**config.mk**
```make
export PLATFORM = sky130hd
export DESIGN_NAME = snapshot_layer_bitmap_read_planner
export DESIGN_NICKNAME = d
export VERILOG_FILES = /design/src/rtl/slbrp_pkg.sv /design/src/rtl/slbrp_plan.sv /design/src/rtl/snapshot_layer_bitmap_read_planner.sv
export SDC_FILE = /design/constraint.sdc
export NUM_CORES = 1
export LEC_CHECK = 0
export ABC_AREA = 1
export BUFFER_PORTS_ARGS = -buffer_cell sky130_fd_sc_hd__buf_2
export CAP_MARGIN = 20
export CORE_ASPECT_RATIO = 0.6
export CORE_UTILIZATION = 51
export CTS_BUF_LIST = sky130_fd_sc_hd__clkbuf_8
export CTS_CLUSTER_SIZE = 20
export DETAILED_ROUTE_END_ITERATION = 16
export GPL_ROUTABILITY_DRIVEN = 0
export PLACE_DENSITY = 0.83
export SETUP_SLACK_MARGIN = 0.5
export SYNTH_ARGS = -nofsm -noshare
export SYNTH_HDL_FRONTEND = slang
export SYNTH_HIERARCHICAL = 1
export SYNTH_SLANG_ARGS = --single-unit
```
**constraint.sdc**
```tcl
create_clock -name clk -period 5 [get_ports clk]
set_input_delay 0.25 -clock clk [delete_from_list [all_inputs] [get_ports clk]]
set_output_delay 0.25 -clock clk [all_outputs]
set_load 0.01 [all_outputs]
```
**src/rtl/slbrp_pkg.sv**
```systemverilog
`timescale 1ns / 1ps

package slbrp_pkg;

	// Widths fixed by the item formats.
	localparam int GS_W     = 5;
	localparam int START_W  = 6;
	localparam int LEN_W    = 7;
	localparam int WORD_W   = 64;
	localparam int POS_W    = 8;
	localparam int OFFSET_W = 26;
	localparam int LENGTH_W = 27;

	// Range end arithmetic needs one bit beyond start plus length.
	localparam int END_W = 8;

	// Defaults and limits.
	localparam int            BITMAP_BITS_DEF = 32;
	localparam logic [GS_W-1:0]  GS_RESET     = 5'd12;
	localparam logic [GS_W-1:0]  GS_MAX       = 5'd20;
	localparam logic [POS_W-1:0] POS_MAX      = 8'hFF;

	// One layer of the snapshot chain.
	typedef struct packed {
		logic                 new_op;
		logic [START_W-1:0]   req_first;
		logic [LEN_W-1:0]     req_len;
		logic [WORD_W-1:0]    layer_bitmap;
		logic [WORD_W-1:0]    layer_inode;
	} layer_item_t;

	// Read plan for one layer.
	typedef struct packed {
		logic                 read_needed;
		logic [POS_W-1:0]     layer_pos;
		logic [WORD_W-1:0]    read_inode;
		logic [OFFSET_W-1:0]  read_offset;
		logic [LENGTH_W-1:0]  read_length;
		logic [WORD_W-1:0]    merged_bitmap;
	} plan_item_t;

endpackage

```
**src/rtl/slbrp_plan.sv**
```systemverilog
`timescale 1ns / 1ps

module slbrp_plan #(
	parameter int BITMAP_BITS = slbrp_pkg::BITMAP_BITS_DEF
) (
	input  slbrp_pkg::layer_item_t           layer,
	input  logic [BITMAP_BITS-1:0]           merged_cur,
	input  logic [slbrp_pkg::POS_W-1:0]      pos_cur,
	input  logic [slbrp_pkg::GS_W-1:0]       granule_shift,
	output slbrp_pkg::plan_item_t            plan,
	output logic [BITMAP_BITS-1:0]           merged_nxt,
	output logic [slbrp_pkg::POS_W-1:0]      pos_nxt
);

	import slbrp_pkg::*;

	localparam int IDX_W  = (BITMAP_BITS > 1) ? $clog2(BITMAP_BITS) : 1;
	localparam int SPAN_W = IDX_W + 1;

	logic [BITMAP_BITS-1:0] bitmap;
	logic [BITMAP_BITS-1:0] merged_base;
	logic [POS_W-1:0]       pos_base;
	logic [START_W-1:0]     rng_start;
	logic [END_W-1:0]       rng_end;
	logic [BITMAP_BITS-1:0] rng_mask;
	logic [BITMAP_BITS-1:0] want;
	logic [BITMAP_BITS-1:0] lo_fill;
	logic [BITMAP_BITS-1:0] hi_fill;
	logic [IDX_W-1:0]       first_idx;
	logic [IDX_W-1:0]       last_idx;
	logic [SPAN_W-1:0]      span;
	logic [GS_W-1:0]        shift;
	logic                   needed;

	// A new operation starts from an empty merged bitmap and position zero.
	assign bitmap      = layer.layer_bitmap[BITMAP_BITS-1:0];
	assign merged_base = layer.new_op ? '0 : merged_cur;
	assign pos_base    = layer.new_op ? '0 : pos_cur;

	// Requested range; a zero length covers the whole bitmap.
	always_comb begin
		if (layer.req_len == '0) begin
			rng_start = '0;
			rng_end   = END_W'(BITMAP_BITS);
		end else begin
			rng_start = layer.req_first;
			rng_end   = END_W'(layer.req_first) + END_W'(layer.req_len);
		end
	end

	// Per-bit range test; an end past the bitmap simply covers the top bit.
	always_comb begin
		for (int i = 0; i < BITMAP_BITS; i++) begin
			rng_mask[i] = (END_W'(i) >= END_W'(rng_start)) && (END_W'(i) < rng_end);
		end
	end

	// Granules this layer must supply.
	assign want   = bitmap & ~merged_base & rng_mask;
	assign needed = |want;

	// Smear the wanted bits up and down; their overlap is the trimmed range.
	always_comb begin
		lo_fill = want;
		hi_fill = want;
		for (int k = 1; k < BITMAP_BITS; k = k * 2) begin
			lo_fill = lo_fill | (lo_fill << k);
			hi_fill = hi_fill | (hi_fill >> k);
		end
	end

	// Lowest and highest wanted granule.
	always_comb begin
		first_idx = '0;
		last_idx  = '0;
		for (int i = BITMAP_BITS - 1; i >= 0; i--) begin
			if (want[i]) begin
				first_idx = IDX_W'(i);
			end
		end
		for (int i = 0; i < BITMAP_BITS; i++) begin
			if (want[i]) begin
				last_idx = IDX_W'(i);
			end
		end
	end

	assign span  = SPAN_W'(last_idx) - SPAN_W'(first_idx) + SPAN_W'(1);
	assign shift = (granule_shift > GS_MAX) ? GS_MAX : granule_shift;

	// Merge this layer's bits inside the trimmed range.
	assign merged_nxt = merged_base | (bitmap & lo_fill & hi_fill);

	// The position saturates on long chains.
	assign pos_nxt = (pos_base == POS_MAX) ? pos_base : pos_base + POS_W'(1);

	// Result fields; offset and length are zero when nothing is read.
	always_comb begin
		plan.read_needed   = needed;
		plan.layer_pos     = pos_base;
		plan.read_inode    = layer.layer_inode;
		plan.read_offset   = needed ? (OFFSET_W'(first_idx) << shift) : '0;
		plan.read_length   = needed ? (LENGTH_W'(span) << shift) : '0;
		plan.merged_bitmap = WORD_W'(merged_nxt);
	end

endmodule

```
**src/rtl/snapshot_layer_bitmap_read_planner.sv**
```systemverilog
`timescale 1ns / 1ps

// Channel | Direction | Handshake                  | Item
// layer   | in        | layer_valid / layer_stall  | layer_item_t, one chain layer
// plan    | out       | plan_valid / plan_stall    | plan_item_t, one read plan
// cfg     | in        | cfg_wr_en                  | cfg_wr_data, granule shift
//
// Each layer moves from acceptance into the input register and then into the result register,
// which holds its plan. One layer is accepted per cycle unless a plan stall holds it back;
// the merged bitmap and the layer position update when a layer moves into the result
// register, so the next layer sees them at once. Reset clears the merged bitmap, the
// position and both valid flags and sets the granule shift to 12. A stalled plan holds
// its register, and the input register stalls only when it is full and cannot move forward.

module snapshot_layer_bitmap_read_planner #(
	parameter int BITMAP_BITS = slbrp_pkg::BITMAP_BITS_DEF
) (
	input  logic                           clk,
	input  logic                           arst_n,
	input  logic                           layer_valid,
	output logic                           layer_stall,
	input  slbrp_pkg::layer_item_t         layer,
	output logic                           plan_valid,
	input  logic                           plan_stall,
	output slbrp_pkg::plan_item_t          plan,
	input  logic                           cfg_wr_en,
	input  logic [slbrp_pkg::GS_W-1:0]     cfg_wr_data
);

	import slbrp_pkg::*;

	logic [GS_W-1:0]        gs_q;
	logic [BITMAP_BITS-1:0] merged_q;
	logic [POS_W-1:0]       pos_q;
	layer_item_t            layer_s1;
	logic                   vld_s1;
	plan_item_t             plan_s2;
	logic                   vld_s2;
	plan_item_t             plan_nxt;
	logic [BITMAP_BITS-1:0] merged_nxt;
	logic [POS_W-1:0]       pos_nxt;
	logic                   out_free;
	logic                   load_s2;
	logic                   s1_free;

	// Handshake control between the two registers.
	assign out_free    = !vld_s2 || !plan_stall;
	assign load_s2     = vld_s1 && out_free;
	assign s1_free     = !vld_s1 || load_s2;
	assign layer_stall = !s1_free;
	assign plan_valid  = vld_s2;
	assign plan        = plan_s2;

	// Planning logic between the input and result registers.
	slbrp_plan #(
		.BITMAP_BITS(BITMAP_BITS)
	) u_plan (
		.layer         (layer_s1),
		.merged_cur    (merged_q),
		.pos_cur       (pos_q),
		.granule_shift (gs_q),
		.plan          (plan_nxt),
		.merged_nxt    (merged_nxt),
		.pos_nxt       (pos_nxt)
	);

	// Control state, configuration and chain state.
	always_ff @(posedge clk or negedge arst_n) begin
		if (!arst_n) begin
			gs_q     <= GS_RESET;
			merged_q <= '0;
			pos_q    <= '0;
			vld_s1   <= 1'b0;
			vld_s2   <= 1'b0;
		end else begin
			if (cfg_wr_en) begin
				gs_q <= cfg_wr_data;
			end
			if (s1_free) begin
				vld_s1 <= layer_valid;
			end
			if (out_free) begin
				vld_s2 <= vld_s1;
			end
			if (load_s2) begin
				merged_q <= merged_nxt;
				pos_q    <= pos_nxt;
			end
		end
	end

	// Payload registers.
	always_ff @(posedge clk) begin
		if (s1_free && layer_valid) begin
			layer_s1 <= layer;
		end
		if (load_s2) begin
			plan_s2 <= plan_nxt;
		end
	end

endmodule

```
# Word-level counts from Yosys, hierarchy flattened
# Cells that the tools add are included.
# W data, S select, Z words.
# totals
rom_bits	0
out_inout_bits	192
regBits	315
n_memories	0
elab_cells	215
ram_bits	0
latchBits	0
# classes
eq_ne	1
n_bitwise	16
n_reduce_logical	42
add_sub_neg	4
n_mux	69
multipliers	0
n_shift	2
n_lt_le_gt_ge	65
div	0
# ops
op	n
$mux W5	49
$or A32 B32 Y32	6
$and A32 B32 Y32	4
$lt A5 B8 Y1 const A	16
$ge A5 B6 Y1 const A	16
$lt A4 B8 Y1 const A	8
$ge A4 B6 Y1 const A	8
$logic_and A1 B1 Y1	34
$lt A3 B8 Y1 const A	4
$mux W32	1
$mux W4	8
$not A32 Y32	1
$or A32 B16 Y32	1
$or A32 B24 Y32	1
$or A32 B28 Y32	1
$or A32 B30 Y32	1
$or A32 B31 Y32	1
$reduce_or A32 Y1	1
$shl A6 B5 Y27	1
$shl A5 B5 Y26	1
$ge A3 B6 Y1 const A	4
$mux W8	3
$lt A1 B8 Y1 const A	2
$lt A2 B8 Y1 const A	2
15 further kinds	25

# Depth between registers and ports, before layout
# depth
word_depth	40
ltp_mapped	54
ltp_nobuf	54

# Hierarchy
# Netlist, hierarchy kept.
# modules_own_cells
module	area_each_um2	cells_each	instances	seq_area_each_um2
snapshot_layer_bitmap_read_planner	11868.9	538	1	11148.2
slbrp_plan	5091.1	957	1	0.0

# Worst setup path after synthesis
# No wires, ideal clock.
# synth_timing
kind	register -> register
startpoint	reg layer_s1[135] (netlist name)
endpoint	reg plan_s2 (netlist bit plan[69]) (data pin)
stages_incl_launch_ff	48
synth_period_minus_slack_ns	5.424
setup_time_ns	0.264
n_path_buf	1
setup_slack_ns	-0.424
required_time_ns	4.736
arrival_ns	5.159
cell_sequence	edfxtp_1 -> ha_1 -> fa_1 -> nand3_1 -> nand3_1 -> nor2_1 -> nor2_2 -> nor2_8 -> nand2_4 -> inv_2 -> buf_6 -> nand2_1 -> o2111ai_1 -> a21boi_1 -> o21ai_1 -> nand2_1 -> nand2_1 -> nand2_1 -> (+12 left out) -> nand2_1 -> nand2_1 -> nand2_1 -> nand2_1 -> nand2_1 -> nand2_1 -> nand2_1 -> ha_1 -> ha_1 -> fa_1 -> nand3_1 -> nand2_1 -> xor2_1 -> mux2i_1 -> nand2_1 -> o21ai_0 -> o21ai_0 -> nor2_1
# synth_via
elab_chain_len	40
elab_cells_between_ends	167
cone_classes	add/sub (3); order compare (64); shift (1); mux (65); bitwise (1); reduce/logical (33)
# synth_rtl
element	line_no	source
from (decl)	snapshot_layer_bitmap_read_planner.sv:35	layer_item_t layer_s1;
from (signal assigned)	snapshot_layer_bitmap_read_planner.sv:95	layer_s1 <= layer;
$add A6 B7 Y8	slbrp_plan.sv:47	rng_end = END_W'(layer.req_first) + END_W'(layer.req_len);
$mux W8	slbrp_plan.sv:42	if (layer.req_len == '0) begin
$lt A5 B8 Y1	slbrp_plan.sv:54	rng_mask[i] = (END_W'(i) >= END_W'(rng_start)) && (END_W'(i) < rng_end);
$logic_and A1 B1 Y1	slbrp_plan.sv:54	
$and A32 B32 Y32 (*)	slbrp_plan.sv:59	assign want = bitmap & ~merged_base & rng_mask;
$mux W5 (32 in series)	slbrp_plan.sv:77	if (want[i]) begin
$sub A5 B5 Y6	slbrp_plan.sv:88	assign span = SPAN_W'(last_idx) - SPAN_W'(first_idx) + SPAN_W'(1);
$add A6 B1 Y6	slbrp_plan.sv:88	
$shl A6 B5 Y27	slbrp_plan.sv:103	plan.read_length = needed ? (LENGTH_W'(span) << shift) : '0;
to (signal assigned)	snapshot_layer_bitmap_read_planner.sv:98	plan_s2 <= plan_nxt;
to (decl)	snapshot_layer_bitmap_read_planner.sv:37	plan_item_t plan_s2;
# Mark *: on every way between the ends. The rest lies on a longest branch, timed or not.
# A chain may end at the register's enable or synchronous reset.

# Worst setup path in the final report
# layout_timing
startpoint	reg layer_s1[129] (netlist name)
endpoint	reg plan_s2 (netlist bit plan[75]) (data pin)
# layout_via
elab_chain_len	40
elab_cells_between_ends	168
cone_classes	add/sub (3); order compare (64); shift (1); mux (65); bitwise (1); reduce/logical (34)
# layout_rtl
element	line_no
$add A6 B7 Y8 / $logic_not A7 Y1 (equally long branches)	slbrp_plan.sv:47, slbrp_plan.sv:42
$mux W8 / $mux W6 (equally long branches)	slbrp_plan.sv:42
$lt A5 B8 Y1 / $ge A5 B6 Y1 (equally long branches)	slbrp_plan.sv:54
$logic_and A1 B1 Y1	slbrp_plan.sv:54
$and A32 B32 Y32 (*)	slbrp_plan.sv:59
$mux W5 (32 in series)	slbrp_plan.sv:77
$sub A5 B5 Y6	slbrp_plan.sv:88
$add A6 B1 Y6	slbrp_plan.sv:88
$shl A6 B5 Y27	slbrp_plan.sv:103
# Marks and branches as above.

==> reports/results.ini <==
[setup_path]
crit_arrival_ns=5.85
required_ns=5.35
crit_path_start_kind=flip-flop
cp_max_fo=5
reg2reg_depth=47
crit_slowest_cell=fa_2
path_class=flip-flop to flip-flop
critical-path-max-stage-delay_ns=0.43
cp-end-kind=flip-flop
cp_common_cell=nand2_1

[routing]
vias=13100
wl_per_cell_um=19.5
drc=0
dr.pass1.iters=7
postRouteAntennaNets=0
wirelength_um=47700
drt_iter0_drc=1857
drt-vias-per-instance=5.34

[hold_path]
holdCritPathClass=input pin to async pin

[placed_design]
pre_cts_ws_ns=-0.518
hpwl_um=33200
port_buffers=311

[yosys]
yosysWarnings=6
netlist_area_um2=16000
avgSynthCellArea_um2=10.9
synthCells=1463

[floorplan]
io_pins=344
core_area_um2=30400
die_area_um2=32100
chipHeight_um=139
dieWidth_um=231
initial_utilization=0.526
num_rows=49

[power]
peakVddDrop_mv=0.334
pwr_density_cell_nw_per_um2=391
total_power_mw=8.20
p_leak_nw=9.45

[timing]
max_freq_mhz=182
hold_viol=0
final.min_clock_period_ns=5.50
maxSlewViolCount=0
finalSetupViolCount=24
rsz0062_at_grt=yes
slew_headroom=0.434
skew_ns=0.0274
worstMarginPinSlew_ns=0.840
timing.final.ws_setup_ns=-0.496
finalCritPeriodShare=1.10

[finish]
area_growth_pct=31.0
final_layout_size_suffix_gt1_frac=0.342
n_fill_cell=2167
num-nets-final=2169

[cts]
cts_buffers=49
cts_tree=built
clock-sinks=347
clk_pin_slew_ns=0.07
clock_latency_ns=0.62
clk_root_buffer_cell=clkbuf_8
cts_buffer_depth=3
h-tree-depth=2

[job]
drv_cap=0

[global_route]
met1_usage=0.405
grt_pass1_wl_um=70400
top_usage_layer=met2
met2_usage=0.411
met3_usage=0.125
grt_antenna_before_repair=7
grt_pass1_vias=12500
grt_max_degree=103
gr-total-overflow=0
grt_usage=0.290

[status]
status=finished, violations left
violations=negative setup slack

==> power breakdown <==
group	switching, mW	internal [mW]	leakage (nW)	total (mW)
Clock	1.11	1.15	0.567	2.26
Combinational	1.38	0.892	5.38	2.27
Sequential	0.141	3.52	3.50	3.66
Total	2.63	5.57	9.45	8.20
==> layout make-up <==
class,instances,area [um^2],share of cell area
Sequential cell,347,10200,0.486
Multi-Input combinational cell,840,4510,0.215
Timing Repair Buffer,615,4220,0.201
Clock buffer,50,688,0.0328
Inverter,146,557,0.0266
Tap cell,408,510,0.0243
Clock inverter,41,293,0.0140
Antenna cell,3,7.51,0.000358
==> worst max-delay path: cells and delay by family, from the launching register on <==
family	cells	cell delay, ns
xor+xnor	1	0.19
buf+inv	5	0.57
flops	1	0.42
fa+ha+maj	4	1.12
compound gates	5	0.53
simple gates	31	2.29
mux	1	0.12
==> layer usage <==
metal  up-vias  routed length (um)
met1      6105               19600
met5         -                  71
met2       879               19800
li1       5918                   -
met4        12                1460
met3       168                6760
==> layout by cell type (no fill, tap or decap), types with 4 or more instances in the layout <==
master           n
nand2_2         17
clkinv_2         7
nand2_1        289
inv_1          135
nor3_1          12
ha_1            12
nor2_2          20
o2111ai_1        7
buf_4          171
a31oi_1          4
nand2_4          8
inv_2           25
o211ai_1         5
conb_1          34
o21ai_2         13
nor2_1         113
a21oi_1         37
nand3_2         12
edfxtp_1       300
nor2_4           9
buf_2          311
buf_12           4
o21ai_0         58
nand3_1         85
nand4_1         10
clkbuf_8        50
dfrtp_1         45
dlygate4sd3_1  126
bufinv_16        4
o22ai_1          8
clkinv_1        10
o21ai_1         24
==> flip-flops by register name (all words and copies together), names as in the netlist <==
signal	count
gs_q	5
plan	190
vld_s1	1
merged_q	32
layer_s1	110
plan_valid	1
pos_q	8
==> timing repair <==
action | in CTS | in global routing
endpoints found under the hold margin | 161 | 0
hold buffers | 126 | 0
gates cloned | 0 | 0
resized for setup | 21 | 41
buffers inserted | 7 | 16
setup endpoints to repair | 31 | 60
pin swaps | 17 | 12
==> metrics by stage <==
stage	utilization	cell area, um^2	cells	TNS, ns	hold slack, ns
2_1_floorplan	-	16200	1496	-1.97	-0.0456
3_3_place_gp	0.601	18300	2205	-6.19	0.400
3_5_place_dp	0.601	18300	2205	-10.56	0.405
4_1_cts	0.679	20700	2429	-5.91	0.177
5_1_grt	0.689	21000	2448	-20.94	0.103
6_report	0.689	21000	2450	-9.99	0.0940
==> final timing paths <==
kind | startpoint | to | slack, ns
max in group asynchronous | arst_n | gs_q[3] | 4.33
hold / removal | arst_n | pos_q[4] | 0.09
setup reg to reg | layer_s1[129] | plan[75] | -0.50
min in group clk | plan_stall | plan_valid | 0.23
hold reg to reg | layer_s1[36] | plan[153] | 0.41
setup / recovery | layer_s1[129] | plan[75] | -0.50
Note: power is estimated with default switching activity, not from simulation.
